## src/ufcd_ram.sv

```systemverilog
`timescale 1ns / 1ps
// ----------------------------------------------------------------------------
// ufcd_ram
// Simple dual-port RAM: one write port, one read port with registered data.
// ----------------------------------------------------------------------------
module ufcd_ram #(
    parameter int WIDTH = 8,
    parameter int DEPTH = 16
) (
    input  logic                     aclk,
    input  logic                     we,
    input  logic [$clog2(DEPTH)-1:0] waddr,
    input  logic [WIDTH-1:0]         wdata,
    input  logic [$clog2(DEPTH)-1:0] raddr,
    output logic [WIDTH-1:0]         rdata
);

    logic [WIDTH-1:0] mem [DEPTH];
    logic [WIDTH-1:0] rdata_reg;

    always_ff @(posedge aclk) begin
        if (we) begin
            mem[waddr] <= wdata;
        end
        rdata_reg <= mem[raddr];
    end

    assign rdata = rdata_reg;

endmodule

```

## config.mk

```make
export PLATFORM = sky130hd
export DESIGN_NAME = ufcd_ram
export DESIGN_NICKNAME = d
export VERILOG_FILES = /design/src/ufcd_ram.sv
export SDC_FILE = /design/constraint.sdc
export NUM_CORES = 1
export LEC_CHECK = 0
export BUFFER_PORTS_ARGS = -buffer_cell sky130_fd_sc_hd__buf_4
export CORE_MARGIN = 2
export CORE_UTILIZATION = 48
export DETAILED_ROUTE_END_ITERATION = 16
export GPL_TIMING_DRIVEN = 0
export PLACE_DENSITY = 0.61
export SETUP_SLACK_MARGIN = 0.15
export SLEW_MARGIN = 5
export SYNTH_ARGS = -nofsm -noshare
export SYNTH_HDL_FRONTEND = slang
export SYNTH_SLANG_ARGS = --single-unit
```

## constraint.sdc

```tcl
create_clock -name aclk -period 2.76 [get_ports aclk]
set_input_delay 0.276 -clock aclk [delete_from_list [all_inputs] [get_ports aclk]]
set_output_delay 0.276 -clock aclk [all_outputs]
set_load 0.005 [all_outputs]
```

# Word-level counts from Yosys, hierarchy flattened
# Memories as Yosys holds them, arrays and structs flattened. A register that Yosys moved wholly into a read port is not among the register bits.
# Index checks and enable logic that the tools add are counted.
[totals]
ff_bits = 0
ramBits = 128
mem_count = 1
[op_classes]
muxes = 2
[mem_list]
columns = ["memory", "words", "word_bits", "read_ports", "rd_clocked_by_memory_dff", "wr", "line", "text"]
rows = [
  ["mem", 16, 8, 1, 1, 1, "18", "logic [WIDTH-1:0] mem [DEPTH];"],
]
[op_table]
columns = ["op", "n"]
rows = [
  ["1-bit 2-to-1 mux", 2],
]

# Longest topological paths before layout
# Gate-level depths: netlist of the first run.
[logic_depth]
depth_word = 2
mapped_depth = 5
mapped_depth_nobuf = 3

# Worst setup path before layout of the first run
# OpenSTA, ideal clock, no wires.
[synth_path]
path_kind = "input port to flip-flop"
startpoint = "input port waddr[2]"
endpoint = "memory mem[0][0], enable pin"
arrival_ns = 1.386
setup_slack_ns = 0.991
path_stages = 2
path_buffers = 0
path_cell_list = "or3b_2 -> nor3_1"
[synth_rtl]
columns = ["item", "line", "text"]
rows = [
  ["start, declared", "12", "input logic [$clog2(DEPTH)-1:0] waddr,"],
  ["end, declared", "18", ""],
]
# Straight into the memory's write port.

# Worst setup path after layout of the first run
[layout_path]
startpoint = "input port waddr[2]"
endpoint = "memory mem[8][7], enable pin"
# Straight into the memory's write port.

==> flow_summary.yaml, run 1 <==
run_status:
  outcome: "completed"
global_routing:
  grt-ovfl-total: 0
  grt_max_degree: 17
  first_global_vias: 2395
  grt.total_usage_pct: 18.7
  antenna_found_initial: 0
  grt_pass1_wl_mm: 14.6
place:
  hpwl_mm: 5.94
  gp_congestion: 0.749
  dpl.cell_count: 389
  post-place-ws_ps: 351
  io_buffers: 24
timing:
  clock_skew_ps: 8.18
  slew_viol_final: 0
  worst_pin_slew_ps: 1280
  max_freq_mhz: 651
  rsz0062_at_grt: "no"
  min_period_ps: 1540
  fin_setup_tns_ps: 0
  hold_viol_final: 0
  setup_viol: 0
  post-route-period-util_pct: 55.7
  slew_headroom_pct: 14.1
  layout_setup_ws_ps: 1220
clocking:
  cts_hold_buf: 0
  cts_made_buffers: 17
  insertion_delay_ps: 510
  ctsResizeCount: 0
  clk_path_buf_depth: 2
  post_cts.repair.setup_buffers: 0
  cts_root_buf: "clkbuf_8"
  cts.sinks: 136
  cts_tree: "built"
  cts_max_level: 4
  clk_pin_slew_ps: 60
detailed_routing:
  viasPerCell: 5.50
  route.vias.total: 2316
  drc: 0
  first_iter_violations: 172
  drt_pass1_iterations: 4
  ant_nets: 0
  wl_mm: 9.48
  wl_per_cell_microns: 22.5
critical_path:
  crit_type: "input pin to register"
  worstPathMaxFanout: 8
  worstPathRequired_ps: 2880
  cp-start-kind: "input pin"
  crit_arrival_ps: 1650
  cp-end-kind: "register"
synthesis:
  syn_inst: 229
  ys_warn_count: 0
  synth_nets: 247
  synth_top_area_share_pct: 74.7
  ys_ff_latch: 136
  synthesis.area_sq_um: 5150
  ys_types: 19
  synthTopCellsByCount: "128 x edfxtp_1, 18 x mux4_2, 16 x a22oi_1"
  synth.yosys.seq_area_share_pct: 77.8
  ys_async_sr_fraction_pct: 0
  synth-edff-count: 128
  syn_avg_cell_area_sq_um: 22.5
  synth.largest_area_cell: "edfxtp_1"
  synth_ff_type: "edfxtp_1"
  yosysMostFrequentCell: "edfxtp_1"
  synth_area_leaders: "edfxtp_1 75%, mux4_2 7.9%, mux4_1 7.1%"
floorplan:
  ios: 26
  rows: 37
  fp.dieW_microns: 108
  start_util_pct: 49.6
  die_h_microns: 108
  core_area_sq_um: 10400
  die-area_sq_um: 11600
layout:
  drive_gt1_share_pct: 30.2
  multi_input_area_sq_um: 1070
  antenna_cells: 0
  finalNonFillerCells: 421
  fillCellCount: 787
  area_growth_pct: 18.8
  regArea_sq_um: 4000
  fin_util_pct: 59.0
  layout.nets: 290
  largest_reg_flops: 128
power:
  p_sw_mw: 0.957
  internal_power_mw: 3.86
  power_density_nw_per_um2: 788
  seqPwrFrac_pct: 48.2
  leakagePower_nw: 2.04
  p_clk_share_pct: 47.1
  swShare_pct: 19.9
  power_frac_comb_pct: 4.8
  ir_worst_vdd_mv: 0.370
flow_run:
  drv_cap: 0
hold_path:
  hold_path_class: "input pin to register"
cells in the final DEF, fill, tap and decap left out, drive strengths merged, types with 2 or more instances in the layout:
cell and count:
edfxtp 128, bufinv 3, nor2 13, nand2 9, nor3 4, mux4 32
clkbuf 21, buf 31, nand2b 2, clkinv 3, dfxtp 8, clkinvlp 5
clkdlybuf4s25 3, a22oi 16, nand3b 2
per-stage QoR:
step	power, mW	hold slack (ps)	area, sq um
final	4.82	78.8	6110
after global placement	2.59	590	5500
after floorplan	2.48	375	5150
after detailed placement	2.60	609	5500
after CTS	4.84	73.9	6100
after global routing	4.95	75.7	6110
power by group through the flow:
stage | clock network [mW] | logic, mW | registers, mW
global route | 2.37 | 0.252 | 2.32
CTS | 2.29 | 0.235 | 2.32
detailed placement | 0 | 0.234 | 2.36
floorplan | 0 | 0.117 | 2.36
global placement | 0 | 0.230 | 2.36
finish | 2.27 | 0.231 | 2.32
kinds of logic after synthesis:
| family | after synthesis | share of synthesized area [%] |
|---|---|---|
| AO/OA/AOI/OAI | 16 | 2.33 |
| buffers and inverters | 10 | 1.68 |
| flip-flops | 136 | 77.8 |
| multiplexers | 32 | 15.0 |
| AND/OR/NAND/NOR | 35 | 3.18 |
area by class of cell:
cell class | instances | area share (%)
plain buffers | 10 | 1.41
flip-flops and latches | 136 | 65.5
repair buffers | 24 | 2.95
multi-input cells | 83 | 17.5
clock inverters | 11 | 2.39
well taps | 136 | 2.78
clock buffers | 21 | 7.51
routing by layer:
layer / global-route usage [%] / vias to the layer above / part of all wire (%)
met5: 0 / - / 0
met2: 28.4 / 67 / 49
met1: 26.7 / 1181 / 44
met3: 5.08 / 8 / 6.4
met4: 5.77 / 0 / 0.75
li1: - / 1060 / -
final timing paths:
check                                         start                  end  slack [ps]  depth (start not counted)
worst max-delay path                       waddr[2]  mem[8][7]$_DFFE_PP_        1220                          3
worst min-delay path                       wdata[0]  mem[3][0]$_DFFE_PP_          80                          1
worst max register to register  mem[1][0]$_DFFE_PP_     rdata[0]$_DFF_P_        1330                          3
worst min register to register  mem[8][1]$_DFFE_PP_     rdata[1]$_DFF_P_         680                          3
worst max-delay path, cell delays in order:
cell and delay, ps:
buf_4 120, nand3b_1 240, nor3_1 1010
Note: power is estimated with default switching activity, not from simulation.
==> inputs of run 2 (changes only) <==
==> constraint.sdc (replaced) <==
create_clock -name aclk -period 1.5 [get_ports aclk]
set_input_delay 0.15 -clock aclk [delete_from_list [all_inputs] [get_ports aclk]]
set_output_delay 0.15 -clock aclk [all_outputs]
set_load 0.005 [all_outputs]
==> run 2 against run 1 <==
Sequential share of layout area is 1.5 points lower; worst hold slack got worse by 17 ps; combinational power increased by 98%; clock power increased by 94%; flip-flop and latch count is the same; critical path depth is the same; final cell count is 1.9% higher; critical path type is now register to register; routed wire length is 0.44% higher; total power grew 89%; largest power group is now clock; utilization increased by 1.4 points; worst setup slack got worse by 1000 ps; largest cell class unchanged.
==> flow_summary.yaml, run 2 (synthesis results as in run 1) <==
run_status:
  outcome: "completed"
detailed_routing:
  wl_mm: 9.53
  first_iter_violations: 197
  wl_per_cell_microns: 22.2
  ant_nets: 0
  drc: 0
  viasPerCell: 5.55
  drt_pass1_iterations: 4
  route.vias.total: 2382
clocking:
  cts_root_buf: "clkbuf_8"
  clk_pin_slew_ps: 60
  clk_path_buf_depth: 2
  cts_max_level: 4
  insertion_delay_ps: 520
  post_cts.repair.setup_buffers: 0
  cts_made_buffers: 17
  cts_tree: "built"
  cts.sinks: 136
critical_path:
  cp-start-kind: "register"
  rr_worst_depth: 3
  max_stage_delay_ps: 520
  critPathLaunch: "mem[9][5]$_DFFE_PP_"
  worstPathMaxFanout: 1
  slowest_stage: "mux4_1"
  worstPathRequired_ps: 1890
  crit_arrival_ps: 1700
  path_cells: "mux4_1 -> a22oi_2 -> nand2_1"
  crit_type: "register to register"
  r2r-start: "mem[9][5]$_DFFE_PP_"
  cp-end-kind: "register"
layout:
  final_common_cell: "edfxtp_1"
  drive_gt1_share_pct: 34.1
  most-common-layout-cells: "128 x edfxtp_1, 25 x buf_4, 22 x mux4_2"
  antenna_cells: 0
  finalNonFillerCells: 429
  area_growth_pct: 21.6
  fillCellCount: 735
  largest_reg_flops: 128
  layout.nets: 298
power:
  power_mw: 9.12
  power_density_nw_per_um2: 1460
  leakagePower_nw: 2.08
  ir_worst_vdd_mv: 0.770
floorplan:
  rows: 37
  die-area_sq_um: 11600
  start_util_pct: 49.6
  fp.dieW_microns: 108
  ios: 26
  core_area_sq_um: 10400
  die_h_microns: 108
global_routing:
  antenna_found_initial: 0
  grt_max_degree: 17
  first_global_vias: 2410
  grt.total_usage_pct: 18.4
  grt_pass1_wl_mm: 14.4
  grt-ovfl-total: 0
timing:
  worst_hold_slack_ps: 62.3
  clock_skew_ps: 13.6
  rsz0062_at_grt: "yes"
  max_freq_mhz: 759
  worst_pin_slew_ps: 1110
  slew_viol_final: 0
  post-route-period-util_pct: 87.9
  hold_viol_final: 0
  setup_viol: 0
  min_period_ps: 1320
  slew_headroom_pct: 25.4
place:
  hpwl_mm: 5.91
  gp_congestion: 0.709
  io_buffers: 24
  dpl.cell_count: 389
hold_path:
  hold_path_depth: 4
  hold_path_class: "input pin to register"
  min_from: "raddr[1]"
flow_run:
  drv_cap: 0
run 2: cell count changes in the layout (fill, tap and decap cells not counted), moves of 2 or more:
cell           delta
a22oi_1           -8
dlygate4sd3_1     +8
mux4_1            -4
a22oi_2           +8
mux4_2            +4
clkinvlp_4        -2
run 2: worst paths after layout:
path	slack (ps)	endpoint
worst min-delay path	60	rdata[0]$_DFF_P_
worst max register to register	180	rdata[5]$_DFF_P_
worst min register to register	680	rdata[1]$_DFF_P_
worst max-delay path	180	rdata[5]$_DFF_P_
run 2: report_power, final:
| group | internal (mW) | switching (mW) | total [mW] |
|---|---|---|---|
| registers | 4.25 | 0.0191 | 4.27 |
| clock network | 2.88 | 1.52 | 4.40 |
| logic | 0.215 | 0.242 | 0.458 |
| total | 7.35 | 1.78 | 9.12 |
run 2: final cells by class:
class / count / area, sq um / share of cell area [%]
multi-input combinational: 83 / 1100 / 17.6
buffer: 10 / 86.3 / 1.38
timing repair buffer: 32 / 260 / 4.16
tap: 136 / 170 / 2.72
clock buffer: 22 / 473 / 7.56
sequential: 136 / 4000 / 64.0
clock inverter: 10 / 165 / 2.64
run 2: stage by stage:
stage,worst slack (ps),TNS (ps),utilization [%],instance area (sq um)
after floorplan,83.9,0,-,5150
after global placement,-499,-21790,53.1,5500
after detailed placement,-483,-23060,53.1,5500
after CTS,157,0,60.2,6250
after global routing,97.9,0,60.4,6260
final,182,0,60.4,6260
run 2: timing repair:
action	CTS	global route
hold buffers	8	0
gates resized for setup	7	8
pin swaps	0	3
hold endpoints to repair	128	0
endpoints found under the setup margin	13	38
run 2: routing by layer:
metal  vias to the layer above  wire length [microns]  GRT usage, %
li1                       1074                      -             -
met1                      1214                   4170          26.0
met2                        77                   4640          27.5
met3                        17                    581          5.45
met4                         0                    135          6.50
met5                         -                      0             0
run 2: worst max-delay path, delay by kind of cell, from the launching register on:
family	cells	cell delay, ps
and+or+nand+nor	1	90
DFF	1	350
muxes	1	520
AOI/OAI and AO/OA	1	220
==> inputs of run 3 (changes only) <==
--- a/config.mk
+++ b/config.mk
@@ -11,6 +11,7 @@
 export DETAILED_ROUTE_END_ITERATION = 16
 export GPL_TIMING_DRIVEN = 0
 export PLACE_DENSITY = 0.61
+export RECOVER_POWER = 50
 export SETUP_SLACK_MARGIN = 0.15
 export SLEW_MARGIN = 5
 export SYNTH_ARGS = -nofsm -noshare
==> run 3 against run 2 <==
First-iteration DRC count is 15% lower; non-clock buffer count unchanged; flip-flop and latch count unchanged; largest power group unchanged; highest routed layer unchanged.
==> flow_summary.yaml, run 3 (synthesis results as in run 1) <==
critical_path:
  endpoint: "mem[3][7]$_DFFE_PP_"
  crit_type: "input pin to register"
  crit_arrival_ps: 1460
  slowest_stage: "nor2_1"
  cp_top_family: "simple AND/OR/NAND/NOR gates"
  critPathLaunch: "waddr[2]"
  worstPathMaxFanout: 8
  cp-end-kind: "register"
  rr_worst_depth: 3
  worstPathRequired_ps: 1640
  reg2reg_slack_ps: 190
  path_cells: "buf_4 -> or3b_2 -> nor2_1"
  cp.depth: 3
  r2r-start: "mem[9][5]$_DFFE_PP_"
  cp_num_buf_inv: 1
  r2r_end: "rdata[5]$_DFF_P_"
  cp-start-kind: "input pin"
  max_stage_delay_ps: 650
timing:
  rsz0062_at_grt: "yes"
  worst_hold_slack_ps: 63.3
  layout_setup_ws_ps: 175
  setup_viol: 0
  hold_viol_final: 0
  max_freq_mhz: 755
  min_period_ps: 1320
  slew_viol_final: 0
  clock_skew_ps: 10.7
  worst_pin_slew_ps: 1100
  post-route-period-util_pct: 88.3
  slew_headroom_pct: 26.2
  fin_setup_tns_ps: 0
power:
  internal_power_mw: 7.34
  p_clk_share_pct: 48.2
  power_density_nw_per_um2: 1460
  seqPwrFrac_pct: 46.9
  power_mw: 9.11
  p_sw_mw: 1.77
  leakagePower_nw: 2.05
  swShare_pct: 19.5
  ir_worst_vdd_mv: 0.770
  power_frac_comb_pct: 4.9
detailed_routing:
  drt_pass1_iterations: 4
  route.vias.total: 2361
  wl_per_cell_microns: 22.3
  wl_mm: 9.58
  first_iter_violations: 168
  drc: 0
  viasPerCell: 5.50
  ant_nets: 0
global_routing:
  grt-ovfl-total: 0
  first_global_vias: 2410
  antenna_found_initial: 0
  grt.total_usage_pct: 18.4
  grt_pass1_wl_mm: 14.4
  grt_max_degree: 17
floorplan:
  core_area_sq_um: 10400
  fp.dieW_microns: 108
  ios: 26
  start_util_pct: 49.6
  rows: 37
  die-area_sq_um: 11600
  die_h_microns: 108
place:
  gp_congestion: 0.709
  dpl_cell_area_sq_um: 5500
  dpl.cell_count: 389
  io_buffers: 24
  post-place-ws_ps: -483
  hpwl_mm: 5.91
clocking:
  clk_pin_slew_ps: 60
  cts_tree: "built"
  cts_max_level: 4
  cts_made_buffers: 17
  cts_root_buf: "clkbuf_8"
  post_cts.repair.setup_buffers: 0
  clk_path_buf_depth: 2
  cts.sinks: 136
  insertion_delay_ps: 520
layout:
  drive_gt1_share_pct: 31.1
  largest_reg_flops: 128
  most-common-layout-cells: "128 x edfxtp_1, 22 x mux4_2, 16 x buf_4, 16 x clkbuf_16, 12 x nor2_1"
  fillCellCount: 744
  fin_util_pct: 60.0
  finish.instance_area_sq_um: 6220
  antenna_cells: 0
  layout.nets: 298
  final_common_cell: "edfxtp_1"
  area_growth_pct: 20.9
  finalNonFillerCells: 429
hold_path:
  hold_path_class: "input pin to register"
flow_run:
  drv_cap: 0
run_status:
  outcome: "completed"
run 3: changes by cell type in the layout (fill, tap and decap cells not counted):
| cell | delta |
|---|---|
| clkbuf_1 | +9 |
| buf_4 | -9 |
run 3: metal layers:
metal | vias to the layer above | global-route usage [%] | share of wire (%)
met2 | 62 | 27.5 | 49
li1 | 1074 | - | -
met3 | 11 | 5.45 | 5.3
met5 | - | 0 | 0
met4 | 0 | 6.50 | 1.3
met1 | 1214 | 26.0 | 45
run 3: how the worst min path moves through the flow:
stage | start | to | slack (ps) | depth (start not counted)
after CTS | raddr[1] | rdata[0]$_DFF_P_ | 40 | 4
after global routing | waddr[0] | mem[12][7]$_DFFE_PP_ | 80 | 2
after floorplan | wdata[0] | mem[0][0]$_DFFE_PP_ | 250 | 0
final | raddr[1] | rdata[0]$_DFF_P_ | 60 | 4
after global placement | wdata[0] | mem[2][0]$_DFFE_PP_ | 470 | 1
after detailed placement | wdata[5] | mem[7][5]$_DFFE_PP_ | 490 | 1
run 3: final cells by class:
| type | count | area [sq um] | area share [%] |
|---|---|---|---|
| Sequential cell | 136 | 4000 | 64.3 |
| Multi-Input combinational cell | 83 | 1100 | 17.7 |
| Clock buffer | 22 | 473 | 7.60 |
| Timing Repair Buffer | 32 | 226 | 3.64 |
| Tap cell | 136 | 170 | 2.73 |
| Clock inverter | 10 | 165 | 2.65 |
| Buffer | 10 | 86.3 | 1.39 |
run 3: repair_timing:
| item | in CTS | in global routing |
|---|---|---|
| gates resized for setup | 7 | 8 |
| endpoints found under the hold margin | 128 | 0 |
| pin swaps | 0 | 3 |
| endpoints found under the setup margin | 13 | 38 |
| hold buffers | 8 | 0 |
run 3: tightest hold or removal path: stages:
cell	delay (ps)
buf_4	110
mux4_1	140
a22oi_1	80
nand2_1	60
run 3: power by group through the flow:
stage          Clock, mW  Sequential, mW  Combinational [mW]
2_1_floorplan          0            4.35               0.216
6_report            4.39            4.27               0.447
3_3_place_gp           0            4.34               0.424
3_5_place_dp           0            4.35               0.432
5_1_grt             4.61            4.28               0.488
4_1_cts             4.45            4.27               0.460
